### src/rtl/ghs_pkg.sv
// ghs_pkg: shared types and constants for the glyph hint stripper.
// Used by the front end, command queue, back end, top level and testbench.
`default_nettype none
package ghs_pkg;

  // request codes on the input channel
  localparam logic [1:0] REQ_DATA  = 2'd0;
  localparam logic [1:0] REQ_EMPTY = 2'd1;
  localparam logic [1:0] REQ_END   = 2'd2;

  // result kinds
  localparam logic [1:0] KIND_DATA   = 2'd0;
  localparam logic [1:0] KIND_OFFSET = 2'd1;
  localparam logic [1:0] KIND_ERROR  = 2'd2;

  // error codes
  localparam logic [1:0] ERR_NONE      = 2'd0;
  localparam logic [1:0] ERR_BBOX      = 2'd1;
  localparam logic [1:0] ERR_SHORT     = 2'd2;
  localparam logic [1:0] ERR_UNDERSIZE = 2'd3;

  localparam logic [31:0] MIN_GLYPH_SIZE = 32'd14;

  // command queue depth
  localparam int QDEPTH = 4;
  localparam int QPTR_W = $clog2(QDEPTH);

  // one queued command: expands into n_res results in the back end
  typedef struct packed {
    logic        is_err;
    logic [1:0]  err_code;
    logic        has_byte;
    logic [7:0]  byte_val;
    logic [1:0]  pad;
    logic [31:0] offset;
    logic [2:0]  n_res;
  } ghs_cmd_t;

endpackage
`default_nettype wire

### src/rtl/ghs_in_if.sv
// ghs_in_if: input channel of the glyph hint stripper (valid/ready + request).
// Stands alone; widths follow the request fields.
`default_nettype none
interface ghs_in_if;
  logic       valid;
  logic       ready;
  logic [1:0] req_type;
  logic [7:0] data_byte;
  logic       glyph_end;

  modport source (output valid, output req_type, output data_byte, output glyph_end,
                  input ready);
  modport sink (input valid, input req_type, input data_byte, input glyph_end,
                output ready);
endinterface
`default_nettype wire

### src/rtl/ghs_out_if.sv
// ghs_out_if: result channel of the glyph hint stripper (valid/ready + result).
// Stands alone; widths follow the result fields.
`default_nettype none
interface ghs_out_if;
  logic        valid;
  logic        ready;
  logic [1:0]  out_kind;
  logic [7:0]  out_byte;
  logic [31:0] glyph_offset;
  logic [1:0]  error_code;
  logic        last;

  modport source (output valid, output out_kind, output out_byte, output glyph_offset,
                  output error_code, output last, input ready);
  modport sink (input valid, input out_kind, input out_byte, input glyph_offset,
                input error_code, input last, output ready);
endinterface
`default_nettype wire

### src/rtl/glyph_hint_stripper.sv
// glyph_hint_stripper: top level; strips hinting instructions from glyph data.
// Depends on ghs_pkg, ghs_in_if, ghs_out_if, ghs_front, ghs_cmd_fifo, ghs_back.
//
//   channel | dir | payload                                          | handshake
//   in_s    | in  | req_type, data_byte, glyph_end                   | valid/ready
//   out_m   | out | out_kind, out_byte, glyph_offset, error_code, last | valid/ready
//
// The front end takes one item per cycle; each item with results queues one command.
// The back end sends one result per cycle unless out_m stalls; a glyph end gives
// up to five results (byte, up to three pad bytes, offset), so in_s.ready drops while the
// four-entry command queue is full.
// Reset is synchronous and clears control state only; no clearing pass.
`default_nettype none
module glyph_hint_stripper import ghs_pkg::*; #(
  parameter int OFFSET_BITS = 32
) (
  input  wire logic clk,
  input  wire logic rst_n,
  ghs_in_if.sink    in_s,
  ghs_out_if.source out_m
);

  logic     q_full;
  logic     q_empty;
  logic     push;
  logic     pop;
  ghs_cmd_t cmd;
  ghs_cmd_t head;

  ghs_front #(.OFFSET_BITS(OFFSET_BITS)) u_front (
    .clk    (clk),
    .rst_n  (rst_n),
    .in_s   (in_s),
    .q_full (q_full),
    .push   (push),
    .cmd    (cmd)
  );

  ghs_cmd_fifo u_fifo (
    .clk    (clk),
    .rst_n  (rst_n),
    .push   (push),
    .cmd_in (cmd),
    .pop    (pop),
    .full   (q_full),
    .empty  (q_empty),
    .head   (head)
  );

  ghs_back u_back (
    .clk   (clk),
    .rst_n (rst_n),
    .empty (q_empty),
    .head  (head),
    .pop   (pop),
    .out_m (out_m)
  );

endmodule
`default_nettype wire

### src/rtl/ghs_front.sv
// ghs_front: parses the glyph byte stream, tracks glyph state and offsets,
// and issues one command per item that has results. Depends on ghs_pkg, ghs_in_if.
`default_nettype none
module ghs_front import ghs_pkg::*; #(
  parameter int OFFSET_BITS = 32
) (
  input  wire logic  clk,
  input  wire logic  rst_n,
  ghs_in_if.sink     in_s,
  input  wire logic  q_full,
  output logic       push,
  output ghs_cmd_t   cmd
);

  typedef enum logic [6:0] {
    PH_HDR    = 7'b0000001,
    PH_ENDPTS = 7'b0000010,
    PH_LENHI  = 7'b0000100,
    PH_LENLO  = 7'b0001000,
    PH_INSTR  = 7'b0010000,
    PH_REST   = 7'b0100000,
    PH_COMP   = 7'b1000000
  } phase_t;

  // header byte positions that complete a 16-bit field
  localparam logic [3:0] IDX_CONTOURS = 4'd1;
  localparam logic [3:0] IDX_XMIN     = 4'd3;
  localparam logic [3:0] IDX_YMIN     = 4'd5;
  localparam logic [3:0] IDX_XMAX     = 4'd7;
  localparam logic [31:0] ENDPTS_BASE = 32'd9;

  phase_t                 phase_r, phase_nxt;
  logic [31:0]            idx_r, idx_nxt;
  logic [31:0]            kept_r, kept_nxt;
  logic [OFFSET_BITS-1:0] running_r, running_nxt;
  logic [OFFSET_BITS-1:0] gstart_r, gstart_nxt;
  logic [1:0]             err_r, err_nxt;
  logic [15:0]            cc_r, cc_nxt;
  logic [15:0]            xmin_r, xmin_nxt;
  logic [15:0]            ymin_r, ymin_nxt;
  logic [7:0]             hi_r, hi_nxt;
  logic [15:0]            left_r, left_nxt;

  logic accept;
  logic want_push;

  assign in_s.ready = !q_full;
  assign accept     = in_s.valid && in_s.ready;
  // queue a command only on an accepted transfer
  assign push       = want_push && accept;

  always_comb begin
    logic [15:0] v;
    logic        pass;
    logic [7:0]  ob;
    logic        bbox_bad;
    logic [31:0] kept_inc;
    logic [31:0] endpts_last;
    logic [1:0]  pad;
    logic [31:0] grown;

    phase_nxt   = phase_r;
    idx_nxt     = idx_r;
    kept_nxt    = kept_r;
    running_nxt = running_r;
    gstart_nxt  = gstart_r;
    err_nxt     = err_r;
    cc_nxt      = cc_r;
    xmin_nxt    = xmin_r;
    ymin_nxt    = ymin_r;
    hi_nxt      = hi_r;
    left_nxt    = left_r;
    want_push   = 1'b0;
    cmd         = '0;

    v           = {hi_r, in_s.data_byte};
    pass        = 1'b1;
    ob          = in_s.data_byte;
    bbox_bad    = 1'b0;
    kept_inc    = '0;
    endpts_last = {15'd0, cc_r, 1'b0} + ENDPTS_BASE;
    pad         = '0;
    grown       = '0;

    if (err_r != ERR_NONE) begin
      want_push    = 1'b1;
      cmd.is_err   = 1'b1;
      cmd.err_code = err_r;
      cmd.n_res    = 3'd1;
    end else begin
      case (in_s.req_type)
        REQ_EMPTY, REQ_END: begin
          want_push = 1'b1;
          if (phase_r != PH_HDR || idx_r != 32'd0) begin
            err_nxt      = ERR_SHORT;
            cmd.is_err   = 1'b1;
            cmd.err_code = ERR_SHORT;
            cmd.n_res    = 3'd1;
          end else begin
            cmd.offset = 32'(running_r);
            cmd.n_res  = 3'd1;
            if (in_s.req_type == REQ_END) begin
              running_nxt = '0;
            end
          end
        end
        REQ_DATA: begin
          case (phase_r)
            PH_HDR: begin
              if (idx_r == 32'd0) begin
                gstart_nxt = running_r;
              end
              if (!idx_r[0]) begin
                hi_nxt = in_s.data_byte;
              end else begin
                // idx stays below ten in the header
                case (idx_r[3:0])
                  IDX_CONTOURS: cc_nxt = v;
                  IDX_XMIN:     xmin_nxt = v;
                  IDX_YMIN:     ymin_nxt = v;
                  IDX_XMAX:     bbox_bad = $signed(xmin_r) > $signed(v);
                  default: begin
                    bbox_bad = $signed(ymin_r) > $signed(v);
                    if (cc_r[15]) begin
                      phase_nxt = PH_COMP;
                    end else if (cc_r == 16'd0) begin
                      phase_nxt = PH_LENHI;
                    end else begin
                      phase_nxt = PH_ENDPTS;
                    end
                  end
                endcase
              end
            end
            PH_ENDPTS: begin
              if (idx_r == endpts_last) begin
                phase_nxt = PH_LENHI;
              end
            end
            PH_LENHI: begin
              hi_nxt    = in_s.data_byte;
              ob        = 8'd0;
              phase_nxt = PH_LENLO;
            end
            PH_LENLO: begin
              left_nxt  = v;
              ob        = 8'd0;
              phase_nxt = (v != 16'd0) ? PH_INSTR : PH_REST;
            end
            PH_INSTR: begin
              pass     = 1'b0;
              left_nxt = left_r - 16'd1;
              if (left_nxt == 16'd0) begin
                phase_nxt = PH_REST;
              end
            end
            default: ;
          endcase

          kept_inc = kept_r + 32'(pass);

          if (bbox_bad) begin
            want_push    = 1'b1;
            err_nxt      = ERR_BBOX;
            cmd.is_err   = 1'b1;
            cmd.err_code = ERR_BBOX;
            cmd.n_res    = 3'd1;
          end else if (!in_s.glyph_end) begin
            idx_nxt  = idx_r + 32'd1;
            kept_nxt = kept_inc;
            if (pass) begin
              want_push    = 1'b1;
              cmd.has_byte = 1'b1;
              cmd.byte_val = ob;
              cmd.n_res    = 3'd1;
            end
          end else if (phase_nxt != PH_REST && phase_nxt != PH_COMP) begin
            want_push    = 1'b1;
            err_nxt      = ERR_SHORT;
            cmd.is_err   = 1'b1;
            cmd.err_code = ERR_SHORT;
            cmd.n_res    = 3'd1;
          end else if (kept_inc < MIN_GLYPH_SIZE) begin
            want_push    = 1'b1;
            err_nxt      = ERR_UNDERSIZE;
            cmd.is_err   = 1'b1;
            cmd.err_code = ERR_UNDERSIZE;
            cmd.n_res    = 3'd1;
          end else begin
            // kept bytes = byte count minus dropped instructions
            pad          = 2'(32'd0 - kept_inc);
            grown        = kept_inc + 32'(pad);
            want_push    = 1'b1;
            cmd.has_byte = pass;
            cmd.byte_val = ob;
            cmd.pad      = pad;
            cmd.offset   = 32'(gstart_r);
            cmd.n_res    = 3'(pass) + 3'(pad) + 3'd1;
            running_nxt  = running_r + grown[OFFSET_BITS-1:0];
            phase_nxt    = PH_HDR;
            idx_nxt      = '0;
            kept_nxt     = '0;
          end
        end
        default: ;
      endcase
    end
  end

  always_ff @(posedge clk) begin
    if (!rst_n) begin
      phase_r   <= PH_HDR;
      idx_r     <= '0;
      kept_r    <= '0;
      running_r <= '0;
      err_r     <= ERR_NONE;
    end else if (accept) begin
      phase_r   <= phase_nxt;
      idx_r     <= idx_nxt;
      kept_r    <= kept_nxt;
      running_r <= running_nxt;
      err_r     <= err_nxt;
    end
  end

  always_ff @(posedge clk) begin
    if (accept) begin
      gstart_r <= gstart_nxt;
      cc_r     <= cc_nxt;
      xmin_r   <= xmin_nxt;
      ymin_r   <= ymin_nxt;
      hi_r     <= hi_nxt;
      left_r   <= left_nxt;
    end
  end

endmodule
`default_nettype wire

### src/rtl/ghs_cmd_fifo.sv
// ghs_cmd_fifo: short command queue between the front and back ends.
// Depends on ghs_pkg for the command type and depth.
`default_nettype none
module ghs_cmd_fifo import ghs_pkg::*; (
  input  wire logic     clk,
  input  wire logic     rst_n,
  input  wire logic     push,
  input  wire ghs_cmd_t cmd_in,
  input  wire logic     pop,
  output logic          full,
  output logic          empty,
  output ghs_cmd_t      head
);

  ghs_cmd_t           entries_r [QDEPTH];
  logic [QPTR_W-1:0]  wr_ptr_r;
  logic [QPTR_W-1:0]  rd_ptr_r;
  logic [QPTR_W:0]    count_r;

  assign full  = (count_r == (QPTR_W+1)'(QDEPTH));
  assign empty = (count_r == '0);
  assign head  = entries_r[rd_ptr_r];

  always_ff @(posedge clk) begin
    if (!rst_n) begin
      wr_ptr_r <= '0;
      rd_ptr_r <= '0;
      count_r  <= '0;
    end else begin
      if (push) begin
        wr_ptr_r <= wr_ptr_r + 1'b1;
      end
      if (pop) begin
        rd_ptr_r <= rd_ptr_r + 1'b1;
      end
      if (push && !pop) begin
        count_r <= count_r + 1'b1;
      end else if (pop && !push) begin
        count_r <= count_r - 1'b1;
      end
    end
  end

  always_ff @(posedge clk) begin
    if (push) begin
      entries_r[wr_ptr_r] <= cmd_in;
    end
  end

endmodule
`default_nettype wire

### src/rtl/ghs_back.sv
// ghs_back: expands queued commands into result transfers, one per cycle
// unless stalled, via a registered output stage. Depends on ghs_pkg, ghs_out_if.
`default_nettype none
module ghs_back import ghs_pkg::*; (
  input  wire logic     clk,
  input  wire logic     rst_n,
  input  wire logic     empty,
  input  wire ghs_cmd_t head,
  output logic          pop,
  ghs_out_if.source     out_m
);

  logic [2:0]  step_r;
  logic        valid_r;
  logic [1:0]  kind_r;
  logic [7:0]  byte_r;
  logic [31:0] off_r;
  logic [1:0]  code_r;
  logic        last_r;

  logic        load;
  logic        is_last;
  logic [1:0]  kind_nxt;
  logic [7:0]  byte_nxt;
  logic [31:0] off_nxt;
  logic [1:0]  code_nxt;

  assign load    = !empty && (!valid_r || out_m.ready);
  assign is_last = (step_r == head.n_res - 3'd1);
  assign pop     = load && is_last;

  always_comb begin
    kind_nxt = KIND_DATA;
    byte_nxt = 8'd0;
    off_nxt  = '0;
    code_nxt = ERR_NONE;
    if (head.is_err) begin
      kind_nxt = KIND_ERROR;
      code_nxt = head.err_code;
    end else if (head.has_byte && step_r == 3'd0) begin
      byte_nxt = head.byte_val;
    end else if (step_r < 3'(head.has_byte) + 3'(head.pad)) begin
      byte_nxt = 8'd0;
    end else begin
      kind_nxt = KIND_OFFSET;
      off_nxt  = head.offset;
    end
  end

  always_ff @(posedge clk) begin
    if (!rst_n) begin
      valid_r <= 1'b0;
      step_r  <= '0;
    end else begin
      if (load) begin
        valid_r <= 1'b1;
        step_r  <= is_last ? 3'd0 : step_r + 3'd1;
      end else if (out_m.ready) begin
        valid_r <= 1'b0;
      end
    end
  end

  always_ff @(posedge clk) begin
    if (load) begin
      kind_r <= kind_nxt;
      byte_r <= byte_nxt;
      off_r  <= off_nxt;
      code_r <= code_nxt;
      last_r <= is_last;
    end
  end

  assign out_m.valid        = valid_r;
  assign out_m.out_kind     = kind_r;
  assign out_m.out_byte     = byte_r;
  assign out_m.glyph_offset = off_r;
  assign out_m.error_code   = code_r;
  assign out_m.last         = last_r;

endmodule
`default_nettype wire

### src/flat_wrapper.sv
// flat-port wrapper written by rule: the top's interface ports become plain ports
module glyph_hint_stripper_flat import ghs_pkg::*;
#(
  parameter int OFFSET_BITS = 32
)
  (clk, rst_n, in_s_valid, in_s_req_type, in_s_data_byte, in_s_glyph_end, in_s_ready, out_m_valid, out_m_out_kind, out_m_out_byte, out_m_glyph_offset, out_m_error_code, out_m_last, out_m_ready);
  ghs_in_if in_s_i ();
  ghs_out_if out_m_i ();
  input  wire logic clk;
  input  wire logic rst_n;
  input wire logic [$bits(in_s_i.valid)-1:0] in_s_valid;
  input wire logic [$bits(in_s_i.req_type)-1:0] in_s_req_type;
  input wire logic [$bits(in_s_i.data_byte)-1:0] in_s_data_byte;
  input wire logic [$bits(in_s_i.glyph_end)-1:0] in_s_glyph_end;
  output wire logic [$bits(in_s_i.ready)-1:0] in_s_ready;
  output wire logic [$bits(out_m_i.valid)-1:0] out_m_valid;
  output wire logic [$bits(out_m_i.out_kind)-1:0] out_m_out_kind;
  output wire logic [$bits(out_m_i.out_byte)-1:0] out_m_out_byte;
  output wire logic [$bits(out_m_i.glyph_offset)-1:0] out_m_glyph_offset;
  output wire logic [$bits(out_m_i.error_code)-1:0] out_m_error_code;
  output wire logic [$bits(out_m_i.last)-1:0] out_m_last;
  input wire logic [$bits(out_m_i.ready)-1:0] out_m_ready;
  assign in_s_i.valid = in_s_valid;
  assign in_s_i.req_type = in_s_req_type;
  assign in_s_i.data_byte = in_s_data_byte;
  assign in_s_i.glyph_end = in_s_glyph_end;
  assign in_s_ready = in_s_i.ready;
  assign out_m_valid = out_m_i.valid;
  assign out_m_out_kind = out_m_i.out_kind;
  assign out_m_out_byte = out_m_i.out_byte;
  assign out_m_glyph_offset = out_m_i.glyph_offset;
  assign out_m_error_code = out_m_i.error_code;
  assign out_m_last = out_m_i.last;
  assign out_m_i.ready = out_m_ready;
  glyph_hint_stripper #(.OFFSET_BITS(OFFSET_BITS)) u_core (.clk(clk), .rst_n(rst_n), .in_s(in_s_i), .out_m(out_m_i));
endmodule
### config.mk
export PLATFORM = sky130hd
export DESIGN_NAME = glyph_hint_stripper_flat
export DESIGN_NICKNAME = d
export VERILOG_FILES = /design/src/rtl/ghs_pkg.sv /design/src/rtl/ghs_in_if.sv /design/src/rtl/ghs_out_if.sv /design/src/rtl/glyph_hint_stripper.sv /design/src/rtl/ghs_front.sv /design/src/rtl/ghs_cmd_fifo.sv /design/src/rtl/ghs_back.sv /design/src/flat_wrapper.sv
export SDC_FILE = /design/constraint.sdc
export NUM_CORES = 1
export LEC_CHECK = 0
export BUFFER_PORTS_ARGS = -buffer_cell sky130_fd_sc_hd__buf_2
export CORE_MARGIN = 5
export CORE_UTILIZATION = 30
export DETAILED_ROUTE_END_ITERATION = 8
export GPL_TIMING_DRIVEN = 0
export PLACE_DENSITY = 0.46
export SETUP_SLACK_MARGIN = 0.02
export SLEW_MARGIN = 30
export SYNTH_ARGS = -nofsm -noshare
export SYNTH_HDL_FRONTEND = slang
export SYNTH_HIERARCHICAL = 1
export SYNTH_SLANG_ARGS = --single-unit
### constraint.sdc
create_clock -name clk -period 6.3 [get_ports clk]
set_input_delay 1.26 -clock clk [delete_from_list [all_inputs] [get_ports clk]]
set_output_delay 1.26 -clock clk [all_outputs]
set_load 0.05 [all_outputs]
==> run summary, run 1 <==
outcome: finished, final reports clean
vias: 15749
Mapped Area: 23400 um^2
final WL: 59000 um
# diodes: 0
antenna violations before repair: 0
Die Wd: 289 um
DRT antenna net count: 0
Vias/cell: 5.02
Max Cap Violations: 0
final setup vio count: 0
drt first-iter violations: 784
Power Dens Cells: 317 nW/um^2
Crit Path Category: register to register
Slew @ Worst Pin: 890 ps
Pre-Repair DR Iteration Count: 5
Core ar.: 77300 um^2
Leak: 9.61 nW
HP Class: register to register
Final #Nets: 2188
Setup TNS: 0 ps
Yosys reg bits: 463
Final Skew: 21.0 ps
Most used DFF post-synth: edfxtp_1
Pwr Total: 8.52 mW
gp weighted congestion: 0.867
top cells by area, synth: edfxtp_1 44%, dfxtp_1 10%, ha_1 6.3%, mux4_2 4.5%, xnor2_1 3.2%
cts hold-fix bufs: 0
Worst EP required: 6770 ps
Cell variety after synth: 93
syn_nets: 2067
EDFF count, synth: 345
total track usage: 0.140
initial core utilization: 0.302
first-pass GRT wire length: 92400 um
Max Freq: 0.168 GHz
H-tree depth: 2
Final period util: 0.943
Fin. Hold Viols: 0
CTS clock-pin slew for the worst setup and hold paths: 60 ps
vias in the first global route: 15757
HPWL after DPL: 43000 um
critical path fanouts, max: 10
total global routing overflow: 0
Worst slew margin: 0.401
cts bufs inserted: 52
DRC: 0
IO Count: 62
Die Y: 289 um
CTS tree: built
FFs w/ async S/R, synth: 0
Tmin final: 5940 ps
clk buf depth: 3
worst vdd ir: 0.268 mV
fin. max-slew vios: 0
Clock Latency Late Sink: 590 ps
FF-to-FF path depth: 20
Post-Syn Instances: 1933
die area: 83700 um^2
postcts setup bufs: 0
RSZ-0062 raised after global routing: false
# port buffers: 61
Avg WL per Cell: 18.8 um
Core Rows: 102
Synth area leader: edfxtp_1
Mapped Avg Cell Area: 12.1 um^2
CP Launch Type: register
post-synth top area share: 0.443
Layout area overhead: 14.9%
WHS Path Cells: 2
sequential element share of the synthesized area: 0.544
largest net degree at the start of global routing: 53
Arr. time, crit path: 6410 ps
ratio of cells with drive above 1 in the final layout: 0.143
CTS Sinks: 463
Setup crit end kind: register
Ys Warns: 6
clock root buffer: clkbuf_16
## critical path: stages (launching register included)
cell,delay (ps)
dfxtp_1,480
nor3_2,130
nand2_1,140
or3_4,210
clkbuf_4,270
ha_1,270
nand2_1,190
nor4b_2,670
nand3_1,410
xnor2_1,340
ha_1,290
ha_1,360
nand2_1,90
o21ai_0,160
or3_1,360
o221a_2,290
o211ai_1,280
nand2_1,150
or4_1,510
nand4_1,110
a21boi_0,80
## Yosys cell counts (all sizes together), types with 33 or more instances
master,count
a21boi,34
a21oi,78
and2,49
buf,49
clkbuf,48
dfxtp,118
edfxtp,345
ha,117
inv,77
mux4,49
nand2,124
nand3,69
nand4,52
nor2,92
nor3,35
nor4,36
nor4b,36
o21ai,68
xnor2,86
xor2,33
## kinds of logic after synthesis
logic type,Yosys count,synth area share
buf+inv,175,0.0340
simple gates,622,0.149
mux,63,0.0535
compound gates,372,0.111
fa+ha+maj,119,0.0643
flops,463,0.544
xor+xnor,119,0.0446
## path summary, 6_finish.rpt
path / start / endpoint / slack [ps]
worst max-delay path: u_core/u_front/phase_r[5]$_SDFFE_PN0P_ / u_core/u_front/running_r[31]$_SDFFE_PN0P_ / 360
worst min-delay path: u_core/u_front/running_r[0]$_SDFFE_PN0P_ / u_core/u_front/running_r[0]$_SDFFE_PN0P_ / 470
worst max register to register: u_core/u_front/phase_r[5]$_SDFFE_PN0P_ / u_core/u_front/running_r[31]$_SDFFE_PN0P_ / 360
worst min register to register: u_core/u_front/running_r[0]$_SDFFE_PN0P_ / u_core/u_front/running_r[0]$_SDFFE_PN0P_ / 470
## cells in the final DEF (no fill, tap or decap), types with 10 or more instances in the layout
cell | Yosys | routed
nor4b_1 | 33 | 33
nor2_1 | 92 | 89
clkbuf_1 | 46 | 55
a21boi_0 | 32 | 32
or4_1 | 12 | 12
mux4_2 | 47 | 47
a21o_1 | 31 | 31
o21ai_0 | 66 | 65
o21a_1 | 10 | 10
xnor2_1 | 86 | 86
and2_1 | 48 | 44
dfxtp_1 | 118 | 118
a21oi_1 | 77 | 75
nand2b_1 | 15 | 15
nor2b_1 | 16 | 16
and3_1 | 20 | 20
o211ai_1 | 11 | 11
buf_2 | 28 | 90
nand3_1 | 69 | 69
nor4_1 | 33 | 30
edfxtp_1 | 345 | 345
clkbuf_16 | 0 | 53
a211o_1 | 10 | 10
ha_1 | 117 | 116
nand4_1 | 50 | 50
inv_1 | 77 | 77
or3_1 | 26 | 25
xor2_1 | 33 | 33
nor3_1 | 35 | 33
mux2i_1 | 13 | 13
a31oi_1 | 16 | 16
and4_1 | 14 | 14
clkinv_2 | 0 | 13
a22o_1 | 32 | 32
a211oi_1 | 17 | 17
nand2_1 | 124 | 124
## cell type report
cell class | count | area (um^2)
Fill cell | 7712 | 50500
Sequential cell | 463 | 12700
Multi-Input combinational cell | 1295 | 9960
Clock buffer | 68 | 1420
Tap cell | 1040 | 1300
Buffer | 95 | 498
Timing Repair Buffer | 69 | 433
Inverter | 78 | 297
Clock inverter | 28 | 238
## registers in the layout, indices dropped and copies added (netlist names), 32 cells and up, named ones only
name / cells
u_core/u_front/running_r: 32
u_core/u_front/kept_r: 32
u_core/u_front/gstart_r: 32
u_core/u_fifo/entries_r: 196
u_core/u_back/out_m.glyph_offset: 32
u_core/u_front/idx_r: 32
## report_power, final
part	switching, mW	internal, mW
registers	0.0836	3.62
clock network	1.24	1.71
logic	1.33	0.533
## stage by stage
stage               utilization  std cells  setup WS, ps  cell area (um^2)  hold slack (ps)
floorplan                     -       1933          1060             23400              422
global placement          0.323       3034          -394             25000              464
detailed placement        0.325       3042          -388             25200              466
CTS                       0.347       3137          54.0             26800              478
global route              0.347       3136          62.0             26900              501
finish                    0.347       3136           360             26900              473
## layer usage
metal  vias up  GRT usage  wire length, um
li1       7633          -                -
met1      7773      0.185            26700
met2       263      0.244            29100
met3        80     0.0192             2060
met4         0     0.0320             1160
met5         -          0                0
## timing repair
item,in CTS,in global routing
cloned,0,0
resized for setup,7,6
setup endpoints to repair,213,172
No activity file was read; power rests on OpenSTA's default activity.
==> run 2, diff against run 1 <==
--- a/config.mk
+++ b/config.mk
@@ -8,6 +8,7 @@
 export BUFFER_PORTS_ARGS = -buffer_cell sky130_fd_sc_hd__buf_2
 export CORE_MARGIN = 5
 export CORE_UTILIZATION = 30
+export CTS_BUF_LIST = sky130_fd_sc_hd__clkbuf_16
 export DETAILED_ROUTE_END_ITERATION = 8
 export GPL_TIMING_DRIVEN = 0
 export PLACE_DENSITY = 0.46
==> run summary, run 2 (synthesis gave the netlist of run 1 again) <==
Biggest register: u_core/u_fifo/entries_r
Die Y: 289 um (unchanged)
critical path fanouts, max: 10 (unchanged)
DP Area: 25200 um^2 (unchanged)
Crit Path Category: register to register
Avg WL per Cell: 18.8 um (about the same)
vias in the first global route: 15782 (+0.16%)
Clock Latency Late Sink: 590 ps (about the same)
largest net degree at the start of global routing: 53 (unchanged)
Filler Cell Count: 7719 (+0.091%)
commonest non-fill, non-tap cell in the layout: edfxtp_1
Power Dens Cells: 315 nW/um^2 (-0.61%)
CTS clock-pin slew for the worst setup and hold paths: 60 ps (about the same)
Comb power frac: 0.220 (+0.002)
most frequent cells in the layout: 345 x edfxtp_1, 124 x nand2_1, 118 x dfxtp_1, 116 x ha_1, 90 x buf_2
CTS tree: built
Worst EP required: 6770 ps (about the same)
antenna violations before repair: 0 (unchanged)
cts bufs inserted: 52 (unchanged)
Worst slew margin: 0.393 (-0.00820)
H-tree depth: 2 (unchanged)
vias: 15708 (-0.26%)
Die Wd: 289 um (unchanged)
Pwr Total: 8.45 mW (-0.73%)
Setup TNS: 0 ps (unchanged)
Max Cap Violations: 0 (unchanged)
Final Skew: 19.4 ps (-1.60 ps)
Layout area overhead: 14.7%
# port buffers: 61 (unchanged)
ratio of cells with drive above 1 in the final layout: 0.141 (-0.00191)
Psw: 2.65 mW (about the same)
P_int: 5.81 mW (-1.0%)
total track usage: 0.139 (about the same)
Sequential Power Share: 0.438 (+0.003)
worst vdd ir: 0.266 mV (-0.51%)
Max Freq: 0.169 GHz (+0.34%)
Final Core Density: 0.347 (-0.000437)
Tmin final: 5920 ps (-20.1 ps)
Arr. time, crit path: 6390 ps (-20 ps)
Clk pwr share: 0.342 (-0.004)
Setup crit end kind: register
Leak: 9.64 nW (+0.31%)
CP Launch Type: register
RSZ-0062 raised after global routing: false
switch share: 0.313 (+0.00207)
postcts setup bufs: 0 (unchanged)
Setup WS post-layout: 380 ps (+20.1 ps)
gp weighted congestion: 0.867 (unchanged)
drt first-iter violations: 827 (+5.5%)
final instance area: 26800 um^2 (-0.13%)
clk buf depth: 3 (unchanged)
clock root buffer: clkbuf_16
first-pass GRT wire length: 92400 um (about the same)
final setup vio count: 0 (unchanged)
Core ar.: 77300 um^2 (unchanged)
Pre-Repair DR Iteration Count: 5 (unchanged)
initial core utilization: 0.302 (unchanged)
total global routing overflow: 0 (unchanged)
outcome: finished, final reports clean
pre-CTS setup slack: -388 ps (unchanged)
CTS Sinks: 463 (unchanged)
HPWL after DPL: 43000 um (unchanged)
Final #Nets: 2188 (unchanged)
final WL: 59000 um (about the same)
HP Class: register to register
cts hold-fix bufs: 0 (unchanged)
DRT antenna net count: 0 (unchanged)
# diodes: 0 (unchanged)
Final period util: 0.940 (-0.00319)
Core Rows: 102 (unchanged)
Slew @ Worst Pin: 902 ps (+12.2 ps)
Fin. Hold Viols: 0 (unchanged)
DRC: 0 (unchanged)
IO Count: 62 (unchanged)
Largest register FFs: 196 (unchanged)
die area: 83700 um^2 (unchanged)
fin. max-slew vios: 0 (unchanged)
Vias/cell: 5.01 (-0.26%)
==> run 2: changes by cell type in the layout (fill, tap and decap cells not counted) <==
cell | before | now
inv_1 | 77 | 89
clkbuf_1 | 55 | 44
clkbuf_8 | 3 | 0
clkinv_1 | 7 | 10
clkbuf_4 | 2 | 1
==> run 2: final cells by class <==
cell class	count	area (um^2)	share of cell area
multi-input cells	1295	9960	0.371
inverters	78	297	0.0111
repair buffers	69	433	0.0161
clock inverters	43	294	0.0110
flip-flops and latches	463	12700	0.474
plain buffers	95	498	0.0186
clock buffers	53	1330	0.0494
well taps	1040	1300	0.0485
==> run 2: worst paths after layout <==
kind	to	cells past startpoint	slack [ps]	start
setup / recovery	u_core/u_front/running_r[31]$_SDFFE_PN0P_	20	380	u_core/u_front/phase_r[5]$_SDFFE_PN0P_
hold / removal	u_core/u_front/running_r[0]$_SDFFE_PN0P_	2	470	u_core/u_front/running_r[0]$_SDFFE_PN0P_
setup reg to reg	u_core/u_front/running_r[31]$_SDFFE_PN0P_	20	380	u_core/u_front/phase_r[5]$_SDFFE_PN0P_
hold reg to reg	u_core/u_front/running_r[0]$_SDFFE_PN0P_	2	470	u_core/u_front/running_r[0]$_SDFFE_PN0P_
==> run 2: power by group through the flow <==
stage / Combinational [mW] / Clock (mW) / Sequential (mW)
floorplan: 0.826 / 0 / 4.32
global placement: 1.86 / 0 / 3.78
detailed placement: 1.90 / 0 / 3.78
CTS: 1.91 / 3.00 / 3.71
global route: 2.00 / 3.11 / 3.74
finish: 1.86 / 2.89 / 3.71
==> run 2: critical path, cell delays in order (launching register included) <==
cell and delay, ps:
dfxtp_1 480, nor3_2 130, nand2_1 140, or3_4 210, clkbuf_4 270, ha_1 270, nand2_1 190, nor4b_2 670
nand3_1 410, xnor2_1 340, ha_1 280, ha_1 360, nand2_1 90, o21ai_0 160, or3_1 360, o221a_2 280
o211ai_1 270, nand2_1 150, or4_1 510, nand4_1 110, a21boi_0 80
==> run 2: through the flow <==
step           hold WS, ps  instances
3_3_place_gp           464       3034
5_1_grt                501       3136
6_report               472       3136
3_5_place_dp           466       3042
4_1_cts                478       3137
2_1_floorplan          422       1933
==> run 2: routing by layer <==
layer	vias up	wire [um]	share of wire	global-route usage
li1	7627	-	-	-
met2	248	29200	0.49	0.244
met4	0	1150	0.019	0.0320
met3	73	2020	0.034	0.0192
met5	-	0	0	0
met1	7760	26600	0.45	0.184
==> run 2: what timing repair did <==
action,CTS,global route
pin swaps,0,0
gates resized for setup,7,6
endpoints found under the setup margin,210,172
